### config.mk
export PLATFORM = sky130hd
export DESIGN_NAME = can_record_deframer_id_decode_top
export DESIGN_NICKNAME = d
export VERILOG_FILES = /design/src/rtl/core/crd_pkg.sv /design/src/rtl/core/can_record_deframer_id_decode_top.sv
export SDC_FILE = /design/constraint.sdc
export NUM_CORES = 1
export LEC_CHECK = 0
export BUFFER_PORTS_ARGS = -buffer_cell sky130_fd_sc_hd__buf_4
export CAP_MARGIN = 15
export CORE_ASPECT_RATIO = 1.25
export CORE_UTILIZATION = 40
export DETAILED_ROUTE_END_ITERATION = 10
export PLACE_DENSITY_LB_ADDON = 0.08
export SLEW_MARGIN = 30
export SYNTH_ARGS = -nofsm -noshare
export SYNTH_HDL_FRONTEND = slang
export SYNTH_SLANG_ARGS = --single-unit
### constraint.sdc
create_clock -name clk -period 4.6 [get_ports clk]
set_input_delay 1.38 -clock clk [delete_from_list [all_inputs] [get_ports clk]]
set_output_delay 1.38 -clock clk [all_outputs]
set_load 0.02 [all_outputs]
### src/rtl/core/crd_pkg.sv
`default_nettype none
// ----------------------------------------------------------------------------
// crd_pkg
// Types and constants for the CAN record deframer with extended-ID decode.
// ----------------------------------------------------------------------------
package crd_pkg;

  localparam int unsigned HEADER_BYTES = 13;
  localparam int unsigned STAMP_BYTES  = 8;
  localparam int unsigned MAX_PAYLOAD  = 64;

  typedef enum logic [1:0] {
    KIND_HEADER  = 2'd0,
    KIND_PAYLOAD = 2'd1,
    KIND_TOOLONG = 2'd2,
    KIND_TRUNC   = 2'd3
  } kind_t;

  typedef enum logic [1:0] {
    XFER_MESSAGE  = 2'd0,
    XFER_RESPONSE = 2'd1,
    XFER_REQUEST  = 2'd2
  } xfer_t;

  localparam logic [7:0] NODE_UNSET = 8'hFF;

  typedef struct packed {
    kind_t       kind;
    logic [63:0] stamp;
    logic [28:0] frame_id;
    logic [2:0]  priority_res;
    logic        svc_flag;
    logic        anon_flag;
    logic [1:0]  xfer_kind;
    logic [12:0] port_number;
    logic [6:0]  source_node;
    logic [7:0]  dest_node;
    logic [7:0]  data_byte;
    logic        last_of_record;
  } result_t;

endpackage
`default_nettype wire

### src/rtl/core/can_record_deframer_id_decode_top.sv
`default_nettype none
// A result is written into the result queue when its byte is accepted and reaches the output in order.
// Throughput: one byte per cycle while in_ready is high; a byte yields up to two
// results, queued in a four-entry result queue that drains one result per cycle while out_ready is high.
// in_ready drops while the queue holds three or more results.
// Reset (rst, synchronous) clears the deframer state and empties the queue.
// ----------------------------------------------------------------------------
// can_record_deframer_id_decode_top
// Splits a record byte stream into header and payload results and decodes
// the Cyphal fields of the 29-bit extended CAN identifier.
// ----------------------------------------------------------------------------
module can_record_deframer_id_decode_top (
  input  wire logic        clk,
  input  wire logic        rst,
  input  wire logic        in_valid,
  output      logic        in_ready,
  input  wire logic [7:0]  stream_byte,
  input  wire logic        end_of_buffer,
  output      logic        out_valid,
  input  wire logic        out_ready,
  output      logic [1:0]  result_kind,
  output      logic [63:0] stamp,
  output      logic [28:0] frame_id,
  output      logic [2:0]  priority_res,
  output      logic        svc_flag,
  output      logic        anon_flag,
  output      logic [1:0]  xfer_kind,
  output      logic [12:0] port_number,
  output      logic [6:0]  source_node,
  output      logic [7:0]  dest_node,
  output      logic [7:0]  data_byte,
  output      logic        last_of_record
);
  import crd_pkg::*;

  localparam int unsigned QDEPTH = 4;

  // deframer state
  logic [3:0]  header_index, header_index_next;
  logic [63:0] stamp_shift, stamp_shift_next;
  logic [31:0] id_shift, id_shift_next;
  logic [6:0]  payload_left, payload_left_next;
  logic        in_payload, in_payload_next;
  logic        discarding, discarding_next;

  // result queue
  result_t     queue [QDEPTH];
  logic [1:0]  wr_ptr, rd_ptr;
  logic [2:0]  count;

  logic        accept, pop;
  logic [1:0]  push_cnt;
  result_t     res0, res1, hdr_res, trunc_res;
  logic [6:0]  left_dec;
  logic [28:0] id29;
  logic        go_idle;

  assign accept   = in_valid && in_ready;
  assign pop      = out_valid && out_ready;
  assign in_ready = (count <= 3'd2);
  assign out_valid = (count != 3'd0);

  assign left_dec = payload_left - 7'd1;
  assign id29     = id_shift[28:0];

  always_comb begin
    trunc_res      = '0;
    trunc_res.kind = KIND_TRUNC;
  end

  // Header decode from the assembled identifier
  always_comb begin
    hdr_res              = '0;
    hdr_res.kind         = KIND_HEADER;
    hdr_res.stamp        = stamp_shift;
    hdr_res.frame_id     = id29;
    hdr_res.priority_res = id29[28:26];
    hdr_res.svc_flag     = id29[25];
    hdr_res.source_node  = id29[6:0];
    hdr_res.data_byte    = stream_byte;
    hdr_res.last_of_record = (stream_byte == 8'd0);
    if (!id29[25]) begin
      hdr_res.anon_flag   = id29[24];
      hdr_res.xfer_kind   = XFER_MESSAGE;
      hdr_res.port_number = id29[20:8];
      hdr_res.dest_node   = NODE_UNSET;
    end else begin
      hdr_res.anon_flag   = 1'b0;
      hdr_res.xfer_kind   = id29[24] ? XFER_REQUEST : XFER_RESPONSE;
      hdr_res.port_number = {3'd0, id29[23:14]};
      hdr_res.dest_node   = {1'b0, id29[13:7]};
    end
  end

  always_comb begin
    header_index_next = header_index;
    stamp_shift_next  = stamp_shift;
    id_shift_next     = id_shift;
    payload_left_next = payload_left;
    in_payload_next   = in_payload;
    discarding_next   = discarding;
    res0              = trunc_res;
    res1              = trunc_res;
    push_cnt          = 2'd0;
    go_idle           = 1'b0;

    if (accept) begin
      if (discarding) begin
        go_idle = end_of_buffer;
      end else if (in_payload) begin
        res0                = '0;
        res0.kind           = KIND_PAYLOAD;
        res0.data_byte      = stream_byte;
        res0.last_of_record = (left_dec == 7'd0);
        push_cnt            = 2'd1;
        if (left_dec == 7'd0) begin
          go_idle = 1'b1;
        end else if (end_of_buffer) begin
          push_cnt = 2'd2;
          go_idle  = 1'b1;
        end else begin
          payload_left_next = left_dec;
        end
      end else if (header_index == 4'(HEADER_BYTES - 1)) begin
        // length byte
        if (stream_byte > 8'(MAX_PAYLOAD)) begin
          res0           = '0;
          res0.kind      = KIND_TOOLONG;
          res0.data_byte = stream_byte;
          push_cnt       = 2'd1;
          go_idle        = 1'b1;
        end else begin
          res0     = hdr_res;
          push_cnt = 2'd1;
          if (stream_byte == 8'd0) begin
            go_idle = 1'b1;
          end else if (end_of_buffer) begin
            push_cnt = 2'd2;
            go_idle  = 1'b1;
          end else begin
            in_payload_next   = 1'b1;
            payload_left_next = stream_byte[6:0];
            header_index_next = 4'd0;
          end
        end
      end else begin
        if (header_index < 4'(STAMP_BYTES))
          stamp_shift_next = {stamp_shift[55:0], stream_byte};
        else
          id_shift_next = {id_shift[23:0], stream_byte};
        header_index_next = header_index + 4'd1;
        if (end_of_buffer) begin
          push_cnt = 2'd1;
          go_idle  = 1'b1;
        end
      end

      if (go_idle) begin
        header_index_next = '0;
        stamp_shift_next  = '0;
        id_shift_next     = '0;
        payload_left_next = '0;
        in_payload_next   = 1'b0;
        discarding_next   = 1'b0;
      end
      // an oversized length drops the rest of the buffer
      if (!discarding && !in_payload && header_index == 4'(HEADER_BYTES - 1) &&
          stream_byte > 8'(MAX_PAYLOAD) && !end_of_buffer)
        discarding_next = 1'b1;
    end
  end

  always_ff @(posedge clk) begin
    if (rst) begin
      header_index <= '0;
      stamp_shift  <= '0;
      id_shift     <= '0;
      payload_left <= '0;
      in_payload   <= 1'b0;
      discarding   <= 1'b0;
      wr_ptr       <= '0;
      rd_ptr       <= '0;
      count        <= '0;
    end else begin
      header_index <= header_index_next;
      stamp_shift  <= stamp_shift_next;
      id_shift     <= id_shift_next;
      payload_left <= payload_left_next;
      in_payload   <= in_payload_next;
      discarding   <= discarding_next;
      wr_ptr       <= wr_ptr + push_cnt;
      if (pop)
        rd_ptr <= rd_ptr + 2'd1;
      count <= count + {1'b0, push_cnt} - {2'd0, pop};
    end
  end

  always_ff @(posedge clk) begin
    if (push_cnt != 2'd0)
      queue[wr_ptr] <= res0;
    if (push_cnt == 2'd2)
      queue[wr_ptr + 2'd1] <= res1;
  end

  result_t head;
  assign head = queue[rd_ptr];

  assign result_kind    = head.kind;
  assign stamp          = head.stamp;
  assign frame_id       = head.frame_id;
  assign priority_res   = head.priority_res;
  assign svc_flag       = head.svc_flag;
  assign anon_flag      = head.anon_flag;
  assign xfer_kind      = head.xfer_kind;
  assign port_number    = head.port_number;
  assign source_node    = head.source_node;
  assign dest_node      = head.dest_node;
  assign data_byte      = head.data_byte;
  assign last_of_record = head.last_of_record;

endmodule
`default_nettype wire

# --- After elaboration in Yosys (flattened, before gate mapping) ---
# Memories as Yosys holds them, arrays and structs flattened. A register that Yosys moved wholly into a read port is not among the register bits.
# Index checks and enable logic that the tools add are counted.
totals:
  reg_bits: 113
  latchBits: 0
  mem_bits_rw: 556
  mem_bits_ro: 0
  in_bits: 13
  out_inout_bits: 141
  wordCells: 122
  memories: 1
mem_list:
  columns: ["name", "depth", "word_bits", "rd", "rd_clocked_by_memory_dff", "write_ports", "line", "source"]
  rows:
  - ["queue", 4, 139, 1, 1, 2, "can_record_deframer_id_decode_top.sv:47", "result_t queue [QDEPTH];"]
classes:
  n_addsub: 7
  n_mul: 0
  div: 0
  n_lt_le_gt_ge: 3
  eq_ne: 14
  n_shift: 0
  mux: 66
  bitwise: 0
  reduce_logical: 22
op_table:
  columns: ["op", "count"]
  rows:
  - ["$mux 139", 5]
  - ["$mux 64", 5]
  - ["$mux 29", 5]
  - ["$mux 7", 9]
  - ["$mux 4", 7]
  - ["$mux 1", 22]
  - ["$mux 2", 11]
  - ["$ne 3x2->1 const B", 7]
  - ["$mux 16", 1]
  - ["$reduce_and 5->1", 2]
  - ["$gt 8x7->1 const B", 1]
  - ["$logic_not 8->1", 1]
  - ["$mux 8", 1]
  - ["$ne 2x1->1 const B", 4]
  - ["$reduce_and 8->1", 1]
  - ["$logic_not 7->1", 1]
  - ["$sub 7x1->7 const B", 1]
  - ["$logic_and 1x1->1", 6]
  - ["$reduce_and 6->1", 1]
  - ["$reduce_bool 2->1", 3]
  - ["$reduce_bool 3->1", 2]
  - ["$add 2x1->2 const B", 2]
  - ["$add 4x1->4 const B", 1]
  - ["$eq 4x4->1 const B", 1]
  - ["other kinds (9)", 12]

# --- Logic depth before layout (Yosys ltp) ---
# Gate-level depths: netlist (run 1).
depth:
  depth_word: 10
  depth_mapped: 14
  ltp_nobuf: 14

# --- Least setup slack after synthesis (run 1) ---
# Ideal clock, no wire load.
synth_timing:
  path_kind: "input port to flip-flop"
  startpoint: "input port stream_byte[4]"
  endpoint: "register count[2]"
  setup_time_ns: 0.128
  arrival_time_ns: 4.053
  t_required_ns: 4.472
  path_slack_ns: 0.419
  path_stages: 13
  path_buffers: 1
  path_cell_list: "buf_2 > nor4_4 > a2111oi_0 > o31ai_1 > a21oi_2 > or2_2 > ha_1 > inv_1 > ha_1 > fa_1 > xor2_1 > xnor2_1 > nor2_1"
synth_via:
  elab_chain_len: 9
  word_cells_on_any_way: 10
  classes_between: "add/sub: 2; order compare: 1; mux: 6; reduce/logical: 1"
synth_rtl:
  columns: ["element", "line", "source"]
  rows:
  - ["start: declaration", "can_record_deframer_id_decode_top.sv:17", "input wire logic [7:0] stream_byte,"]
  - ["branches (longest 2 deep; another with $gt 8x7->1)", null, null]
  - ["$mux 2 (*)", "can_record_deframer_id_decode_top.sv:126", "if (stream_byte > 8'(MAX_PAYLOAD)) begin"]
  - ["$mux 2 (*)", "can_record_deframer_id_decode_top.sv:124", "end else if (header_index == 4'(HEADER_BYTES - 1)) begin"]
  - ["$mux 2 (*)", "can_record_deframer_id_decode_top.sv:110", "end else if (in_payload) begin"]
  - ["$mux 2 (*)", "can_record_deframer_id_decode_top.sv:108", "if (discarding) begin"]
  - ["$mux 2 (*)", "can_record_deframer_id_decode_top.sv:107", "if (accept) begin"]
  - ["$add 3x2->3 (*)", "can_record_deframer_id_decode_top.sv:194", "count <= count + {1'b0, push_cnt} - {2'd0, pop};"]
  - ["$sub 3x1->3 (*)", "can_record_deframer_id_decode_top.sv:194", null]
  - ["end signal: assignment", "can_record_deframer_id_decode_top.sv:194", null]
  - ["end: declaration", "can_record_deframer_id_decode_top.sv:49", "logic [2:0] count;"]
# Every way passes the cells marked *.
# A chain may end at the register's enable or synchronous reset.

==> flow_summary.json, run 1 <==
{
  "dieHeight_um": 287,
  "maxSlewHeadroom_pct": 32.3,
  "comb_power_share_pct": 11.4,
  "startpoint_type": "flop",
  "worstSetupPathType": "flop to output pin",
  "tightest_slew_ps": 1020,
  "place_congestion": 0.799,
  "grt_max_degree": 204,
  "outcome": "complete, no violations",
  "core.rowCount": 104,
  "final_cell_mix": "625 x dfxtp_1, 508 x a21oi_1, 455 x nand2_1",
  "seqPwrFrac_pct": 45.5,
  "cts_made_buffers": 67,
  "synthArstFlopShare_pct": 0,
  "antenna_found_initial": 0,
  "start_util_pct": 40.4,
  "synthToLayoutAreaGrowth_pct": 15.3,
  "n_antenna_cell": 0,
  "period_share_pct": 84.0,
  "yosys_warnings": 0,
  "holdBufCountCts": 0,
  "cp.required_ps": 3220,
  "layout_commonest_cell": "dfxtp_1",
  "clock_sinks": 627,
  "final_nets": 2887,
  "grt_pass1_vias": 21600,
  "fp.dieW_um": 230,
  "yosys_most_used_dff": "dfxtp_1",
  "endpoint_kind": "output pin",
  "worstSkewPairLatency_ps": 600,
  "post_cts_resized": 0,
  "slew_viol_final": 0,
  "clk_pin_slew_ps": 60,
  "ys_seq_elements": 627,
  "avgSynthCellArea_sq_um": 9.00,
  "synth_nets": 2906,
  "power_density_nw_per_um2": 414,
  "io_pins": 154,
  "syn-cell-area_sq_um": 26000,
  "drt_wl_total_um": 88800,
  "clock_path_buffers": 3,
  "netlist_instances": 2884,
  "drt_iter0_markers": 1875,
  "coreArea_sq_um": 64300,
  "synth_edf_count": 0,
  "ir_drop_mv": 0.238,
  "fin_crit_ps": 3860,
  "cts_setup_buffers": 0,
  "max_cap_viol_count": 0,
  "drcViolationCount": 0,
  "dr.pass1.iters": 5,
  "ant_nets": 0,
  "intPower_mw": 9.16,
  "final.setup.tns_ps": 0,
  "synth_seq_area_share_pct": 48.4,
  "pre_cts_slack_ps": 291,
  "vias": 21900,
  "cts_root_buf": "clkbuf_16",
  "hp-class": "flop to flop",
  "drt-wirelength-per-cell_um": 23.6,
  "p_switching_mw": 3.23,
  "cp_max_fo": 30,
  "power_mw": 12.4,
  "grt_pass1_wl_um": 135000,
  "arrival_ps": 2480,
  "rsz0062_at_grt": "no",
  "layout-drive-gt1-share_pct": 16.5,
  "cts_tree": "done",
  "fmax_ghz": 0.259,
  "cpMaxStageDelayCell": "dfxtp_4",
  "switching_share_pct": 26.1,
  "cp_slowest_stage_delay_ps": 690,
  "finalHoldViolCount": 0,
  "ys_types": 62,
  "fillerInstances": 6191,
  "grt.total_usage_pct": 26.6,
  "cp_cell_sequence": "buf_12 > mux4_2 > buf_4",
  "h-tree-depth": 3,
  "die_area_sq_um": 65900,
  "via_per_inst": 5.83,
  "finalSetupViolCount": 0,
  "fin_skew_ps": 24.2,
  "p_leak_nw": 10.6,
  "worst_slack_ps": 736,
  "grt_overflow": 0,
  "clock_power_share_pct": 43.0,
  "dp_hpwl_um": 49200,
  "port_buffers": 153
}
[power by group through the flow]
| stage | combinational, mW | sequential [mW] | clock, mW |
|---|---|---|---|
| after global routing | 1.50 | 5.66 | 5.68 |
| final | 1.41 | 5.64 | 5.33 |
| after CTS | 1.43 | 5.65 | 5.45 |
| after floorplan | 0.971 | 5.67 | 0 |
| after global placement | 1.43 | 5.76 | 0 |
| after detailed placement | 1.43 | 5.77 | 0 |
[worst paths after layout]
check | from | depth (start not counted) | slack (ps) | endpoint
hold / removal | queue[3][117]$_SDFFE_PP0P_ | 2 | 450 | queue[3][117]$_SDFFE_PP0P_
hold reg to reg | queue[3][117]$_SDFFE_PP0P_ | 2 | 450 | queue[3][117]$_SDFFE_PP0P_
setup reg to reg | payload_left[0]$_SDFFE_PP0P_ | 14 | 1050 | count[2]$_SDFF_PP0_
setup / recovery | flop | 3 | 740 | source_node[0]
[cell usage after synthesis, drive strengths merged (3+ instances only)]
library cell  count  share of area [%]
nand3           425                8.2
nor3             11               0.32
and3              9               0.22
a21oi           509                9.8
xor2              4               0.13
nor2b             8               0.19
o21ai             7               0.13
mux4            128                 11
a22o            103                3.5
ha                8               0.39
buf             105                2.2
or3               3              0.072
o21bai            4               0.12
nand4            11               0.27
nor2            178                2.6
xnor2             5               0.17
a211o             4               0.13
clkbuf          200                2.9
or2               3              0.072
dfxtp           627                 48
mux2             11               0.48
inv              15               0.22
o2111ai           7               0.24
a211oi            7               0.20
nand2           455                6.6
and2              3              0.072
[per-layer routing]
metal  routed length (um)  GRT usage (%)  up-vias  share of wire (%)
met1                35500           32.3    10900                 40
met5                    0              0        -                  0
met3                 4650           3.06      152                5.2
met4                 3640           12.7        0                4.1
li1                     -              -    10100                  -
met2                45100           46.9      763                 51
[stage by stage]
stage                     std cells  hold slack [ps]  utilization [%]  instance area (sq um)
after floorplan                2884              429                -                  26000
after global placement         3644              434             43.2                  27800
after detailed placement       3644              442             43.2                  27800
after CTS                      3761              450             46.6                  29900
after global routing           3761              466             46.6                  29900
final                          3761              450             46.6                  29900
[final cells by class]
cell class                      count  area [sq um]  area share (%)
Inverter                           16          60.1           0.201
Multi-Input combinational cell   1936         12100            40.5
Tap cell                          848          1060            3.54
Sequential cell                   627         12600            42.0
Timing Repair Buffer              217          1980            6.61
Clock inverter                      9          73.8           0.247
Clock buffer                      108          2080            6.93
[registers in the layout, summed over array words and instances, names as in the netlist, named ones only]
| register | flops |
|---|---|
| discarding | 1 |
| count | 3 |
| queue | 512 |
| wr_ptr | 2 |
| payload_left | 7 |
| stamp_shift | 64 |
| header_index | 4 |
| in_payload | 1 |
| id_shift | 29 |
| rd_ptr | 2 |
[kinds of logic after synthesis]
| logic type | share of synthesized area [%] |
|---|---|
| fa+ha+maj | 0.463 |
| flops | 48.4 |
| mux | 11.6 |
| xor+xnor | 0.304 |
| simple gates | 19.2 |
| compound gates | 14.8 |
| buf+inv | 5.34 |
[critical path: cells and delay by family (launching register included)]
kind,cells,cell delay [ps]
multiplexers,1,640
flip-flops,1,690
buffers and inverters,2,560
Note: power is estimated with default switching activity, not from simulation.
==> run 2: changes to the inputs <==
==> constraint.sdc (replaced) <==
create_clock -name clk -period 3.3 [get_ports clk]
set_input_delay 0.99 -clock clk [delete_from_list [all_inputs] [get_ports clk]]
set_output_delay 0.99 -clock clk [all_outputs]
set_load 0.02 [all_outputs]
==> run 2 against run 1 <==
Register-to-register slack lost 850 ps; largest cell class unchanged; core utilization grew 1.3 points; critical endpoint is now stamp[19]; clock-buffer cell count shrank 7; clock skew shrank 1.0 ps; critical path type unchanged; hold slack lost 0.60 ps; highest routed layer is now met5; final area grew 2.8%.
==> flow_summary.json, run 2 (synthesis results as in run 1) <==
{
  "grt_max_degree": 79,
  "startpoint_type": "flop",
  "h-tree-depth": 3,
  "die_area_sq_um": 65900,
  "r2r-start": "payload_left[1]$_SDFFE_PP0P_",
  "cp_max_fo": 42,
  "ir_drop_mv": 0.432,
  "fin_util_pct": 47.9,
  "timing.rr.end": "count[2]$_SDFF_PP0_",
  "coreArea_sq_um": 64300,
  "clock_sinks": 627,
  "largest_reg_flops": 512,
  "place_congestion": 0.814,
  "gr-usage-met1_pct": 31.4,
  "port_buffers": 153,
  "period_share_pct": 98.3,
  "fp.dieW_um": 230,
  "finalHoldViolCount": 0,
  "start_util_pct": 40.4,
  "fmax_ghz": 0.308,
  "maxSlewHeadroom_pct": 58.2,
  "vias": 22000,
  "hold_ws_ps": 449,
  "worstSetupPathType": "flop to output pin",
  "final_nets": 2940,
  "dieHeight_um": 287,
  "grt_pass1_wl_um": 133000,
  "drcViolationCount": 0,
  "outcome": "complete, no violations",
  "regMostFlops": "queue",
  "fillerInstances": 6088,
  "antenna_found_initial": 2,
  "r2r_cells": 14,
  "worst_slack_ps": 55.8,
  "grt_overflow": 0,
  "r2r_slack_ps": 200,
  "cts_made_buffers": 68,
  "arrival_ps": 2250,
  "drt_wl_total_um": 86400,
  "pre_cts_slack_ps": -287,
  "drt-wirelength-per-cell_um": 22.6,
  "dp_hpwl_um": 51100,
  "worstSkewPairLatency_ps": 610,
  "drt_iter0_markers": 1599,
  "dr.pass1.iters": 6,
  "p_leak_nw": 11.0,
  "hp-class": "flop to flop",
  "n_antenna_cell": 0,
  "max_cap_viol_count": 0,
  "multi_input_area_sq_um": 12200,
  "ant_nets": 0,
  "layout_commonest_cell": "dfxtp_1",
  "finalSetupViolCount": 0,
  "use_met2_pct": 47.0,
  "crit_end": "stamp[19]",
  "layout-drive-gt1-share_pct": 18.6,
  "power_density_nw_per_um2": 573,
  "endpoint_kind": "output pin",
  "fin_crit_ps": 3240,
  "slew_viol_final": 0,
  "final_cell_mix": "625 x dfxtp_1, 508 x a21oi_1, 455 x nand2_1",
  "io_pins": 154,
  "grt_pass1_vias": 21700,
  "grtUsageMet3_pct": 3.21,
  "largestRegisters": "queue (512), stamp_shift (64), id_shift (29)",
  "grt.total_usage_pct": 25.9,
  "clk_pin_slew_ps": 60,
  "place_area_sq_um": 28500,
  "seq_area_sq_um": 12600,
  "cp.required_ps": 2310,
  "grt.busiest_layer": "met2",
  "synthToLayoutAreaGrowth_pct": 18.6,
  "cts_tree": "done",
  "cts_root_buf": "clkbuf_16",
  "tightest_slew_ps": 625,
  "core.rowCount": 104,
  "clock_path_buffers": 3,
  "via_per_inst": 5.75,
  "fin_skew_ps": 23.2,
  "design_area_sq_um": 30800,
  "rsz0062_at_grt": "yes"
}
run 2: cell types whose count changed in the layout (fill, tap and decap cells not counted), moves of 2 or more:
cell       previous run  this run
buf_4               189       218
ha_1                  8         6
bufinv_16             1         4
buf_6                 0         2
ha_4                  0         2
clkinv_2              7        12
clkbuf_1             21        14
inv_6                 1         4
buf_12               28        48
run 2: area by class of cell:
cell class,instances,area share [%]
clock buffer,101,6.62
clock inverter,23,0.805
inverter,16,0.195
multi-input combinational,1936,39.5
sequential,627,40.8
tap,848,3.45
timing repair buffer,269,8.60
run 2: worst min-delay path by stage:
stage,depth (start not counted),from,end
after global placement,2,queue[0][39]$_SDFFE_PP0P_,queue[0][39]$_SDFFE_PP0P_
after CTS,2,queue[2][73]$_SDFFE_PP0P_,queue[2][73]$_SDFFE_PP0P_
after global routing,2,queue[2][36]$_SDFFE_PP0P_,queue[2][36]$_SDFFE_PP0P_
after floorplan,2,queue[2][38]$_SDFFE_PP0P_,queue[2][38]$_SDFFE_PP0P_
final,2,queue[2][73]$_SDFFE_PP0P_,queue[2][73]$_SDFFE_PP0P_
after detailed placement,2,queue[2][73]$_SDFFE_PP0P_,queue[2][73]$_SDFFE_PP0P_
run 2: where the power goes:
part	internal (mW)	total [mW]	leakage, nW	switching [mW]
clock	4.61	7.79	1.13	3.18
sequential	7.68	7.78	5.05	0.101
combinational	0.772	2.07	4.86	1.30
total	13.1	17.6	11.0	4.58
run 2: metal layers:
layer / part of all wire (%) / vias to the layer above
met5: 0.030 / -
met1: 40 / 11000
met2: 53 / 645
met4: 2.3 / 4
li1: - / 10300
met3: 4.9 / 108
run 2: critical path, stage by stage, from the launching register on:
cell and delay (ps):
dfxtp_4 390, buf_12 280, buf_4 340, mux4_2 380
buf_4 180
run 2: repair_timing:
item                       CTS  global route
setup endpoints to repair   18             2
pin swaps                    0             0
resized for setup            3             0
hold buffers                 0             0
gates cloned                 0             0
buffers inserted             0             0
run 2: per-stage QoR:
step / setup TNS, ps / power, mW / std cells
2_1_floorplan: -194 / 9.28 / 2884
3_3_place_gp: -402 / 10.0 / 3696
3_5_place_dp: -460 / 10.0 / 3696
4_1_cts: 0 / 17.9 / 3820
5_1_grt: -16.9 / 18.3 / 3820
6_report: 0 / 17.6 / 3820
==> run 3: changes to the inputs <==
==> constraint.sdc (replaced) <==
create_clock -name clk -period 3.5 [get_ports clk]
set_input_delay 0.175 -clock clk [delete_from_list [all_inputs] [get_ports clk]]
set_output_delay 0.175 -clock clk [all_outputs]
set_load 0.02 [all_outputs]
==> run 3 against run 2 <==
Non-clock buffer count shrank 24; clock skew rose by 1.2 ps; via count up 0.13%; clock power shrank 8.1%.
==> flow_summary.json, run 3 (synthesis results as in run 1) <==
{
  "clk_pin_slew_ps": 60,
  "r2r_slack_ps": 230,
  "cpMaxStageDelayCell": "or4b_4",
  "grt_pass1_vias": 21800,
  "wl_met1_um": 34800,
  "startpoint_type": "flop",
  "fmax_ghz": 0.306,
  "drcViolationCount": 0,
  "rsz0062_at_grt": "no",
  "drt_wl_total_um": 88200,
  "critPathTopFamily": "simple AND/OR/NAND/NOR gates",
  "place_area_sq_um": 28000,
  "min_from": "out_ready",
  "regMostFlops": "queue",
  "fp.dieW_um": 230,
  "intPower_mw": 12.2,
  "start_util_pct": 40.4,
  "h-tree-depth": 3,
  "r2r-start": "payload_left[0]$_SDFFE_PP0P_",
  "clock_power_share_pct": 43.4,
  "comb_power_share_pct": 11.5,
  "dr.pass1.iters": 5,
  "drt_iter0_markers": 1716,
  "arrival_ps": 3750,
  "clock_path_buffers": 3,
  "layout_commonest_cell": "dfxtp_1",
  "power_density_nw_per_um2": 544,
  "cp_slowest_stage_delay_ps": 490,
  "synthToLayoutAreaGrowth_pct": 16.8,
  "maxSlewHeadroom_pct": 44.2,
  "drt-wirelength-per-cell_um": 23.3,
  "hold_end": "rd_ptr[0]$_SDFFE_PP0P_",
  "cp_cell_sequence": "inv_1 > ha_1 > or4b_4 > nor4b_4 > or3_1 > a21oi_2 > or2_2 > ha_1 > inv_1 > ha_1 > fa_1 > xor2_1 > xnor2_1 > nor2_1",
  "max_cap_viol_count": 0,
  "grt.total_usage_pct": 26.6,
  "place_congestion": 0.793,
  "core.rowCount": 104,
  "crit_top_cell": "ha_1",
  "cp_max_fo": 3,
  "final_nets": 2916,
  "fin_skew_ps": 24.4,
  "cts_made_buffers": 68,
  "largest_reg_flops": 512,
  "timing.rr.end": "count[2]$_SDFF_PP0_",
  "finalSetupViolCount": 0,
  "antenna_found_initial": 0,
  "io_pins": 154,
  "dp_hpwl_um": 51400,
  "finalHoldViolCount": 0,
  "wl_met3_um": 4390,
  "layout-drive-gt1-share_pct": 17.2,
  "endpoint_kind": "flop",
  "worstSkewPairLatency_ps": 610,
  "top_layer": "met4",
  "p_switching_mw": 4.28,
  "grt_overflow": 0,
  "cts_root_buf": "clkbuf_16",
  "worstSetupPathType": "flop to flop",
  "design_area_sq_um": 30300,
  "ant_nets": 0,
  "slew_viol_final": 0,
  "vias": 22000,
  "tightest_slew_ps": 833,
  "grt_pass1_wl_um": 136000,
  "fillerInstances": 6161,
  "final_cell_mix": "625 x dfxtp_1, 508 x a21oi_1, 455 x nand2_1",
  "ir_drop_mv": 0.297,
  "n_antenna_cell": 0,
  "coreArea_sq_um": 64300,
  "r2r_cells": 14,
  "via_per_inst": 5.80,
  "port_buffers": 153,
  "switching_share_pct": 26.0,
  "cp.required_ps": 3980,
  "whs_path_depth": 4,
  "fin_crit_ps": 3270,
  "hp-class": "input port to flop",
  "cts_tree": "done",
  "p_leak_nw": 10.8,
  "outcome": "complete, no violations",
  "largestRegisters": "queue (512), stamp_shift (64), id_shift (29)",
  "period_share_pct": 93.4,
  "clock_sinks": 627,
  "worst-path-buf-inv": 2,
  "die_area_sq_um": 65900,
  "final.setup.tns_ps": 0,
  "wl_met2_um": 44900,
  "dieHeight_um": 287,
  "grt_max_degree": 156,
  "seqPwrFrac_pct": 45.1
}
-- run 3: what timing repair did --
action                                  CTS  global route
resized for setup                         0             2
hold endpoints to repair                 59             0
hold buffers                             11             0
endpoints found under the setup margin    0             1
setup buffers                             0             0
-- run 3: how the worst max path moves through the flow --
stage          slack, ps  depth (start not counted)                         start             endpoint
2_1_floorplan        160                         14  payload_left[0]$_SDFFE_PP0P_  count[2]$_SDFF_PP0_
3_3_place_gp         210                         14  payload_left[1]$_SDFFE_PP0P_  count[2]$_SDFF_PP0_
3_5_place_dp         220                         14  payload_left[0]$_SDFFE_PP0P_  count[2]$_SDFF_PP0_
4_1_cts              210                         14  payload_left[0]$_SDFFE_PP0P_  count[2]$_SDFF_PP0_
5_1_grt               30                         14  payload_left[0]$_SDFFE_PP0P_  count[2]$_SDFF_PP0_
6_report             230                         14  payload_left[0]$_SDFFE_PP0P_  count[2]$_SDFF_PP0_
-- run 3: final cells by class --
class                           count  area (sq um)  share of cell area [%]
Tap cell                          848          1060                    3.50
Clock buffer                      110          2130                    7.04
Sequential cell                   627         12600                    41.4
Multi-Input combinational cell   1936         12100                    40.0
Clock inverter                     10          78.8                   0.260
Timing Repair Buffer              245          2290                    7.56
Inverter                           16          60.1                   0.198
-- run 3: metal layers --
layer / GRT usage, % / vias up
met4: 13.9 / 0
met3: 2.95 / 177
li1: - / 10200
met5: 0 / -
met2: 46.9 / 750
met1: 31.9 / 10900
-- run 3: tightest hold or removal path: cells and delay by family --
kind / cells / cell delay, ps
buffers and inverters: 1 / 70
XOR/XNOR: 1 / 110
AND/OR/NAND/NOR: 2 / 290
-- run 3: through the flow --
step | power (mW) | setup WS (ps) | hold slack (ps) | instances | util [%]
2_1_floorplan | 8.72 | 159 | 429 | 2884 | -
3_3_place_gp | 9.51 | 211 | 435 | 3661 | 43.5
3_5_place_dp | 9.52 | 221 | 443 | 3661 | 43.5
4_1_cts | 16.7 | 211 | 86.5 | 3792 | 47.1
5_1_grt | 17.1 | 30.8 | 140 | 3792 | 47.2
6_report | 16.5 | 233 | 101 | 3792 | 47.2
-- run 3: power groups by stage --
stage,registers [mW],clock network [mW],logic [mW]
floorplan,7.45,0,1.28
global placement,7.60,0,1.91
detailed placement,7.61,0,1.92
CTS,7.45,7.32,1.93
global route,7.46,7.62,2.01
finish,7.44,7.16,1.90
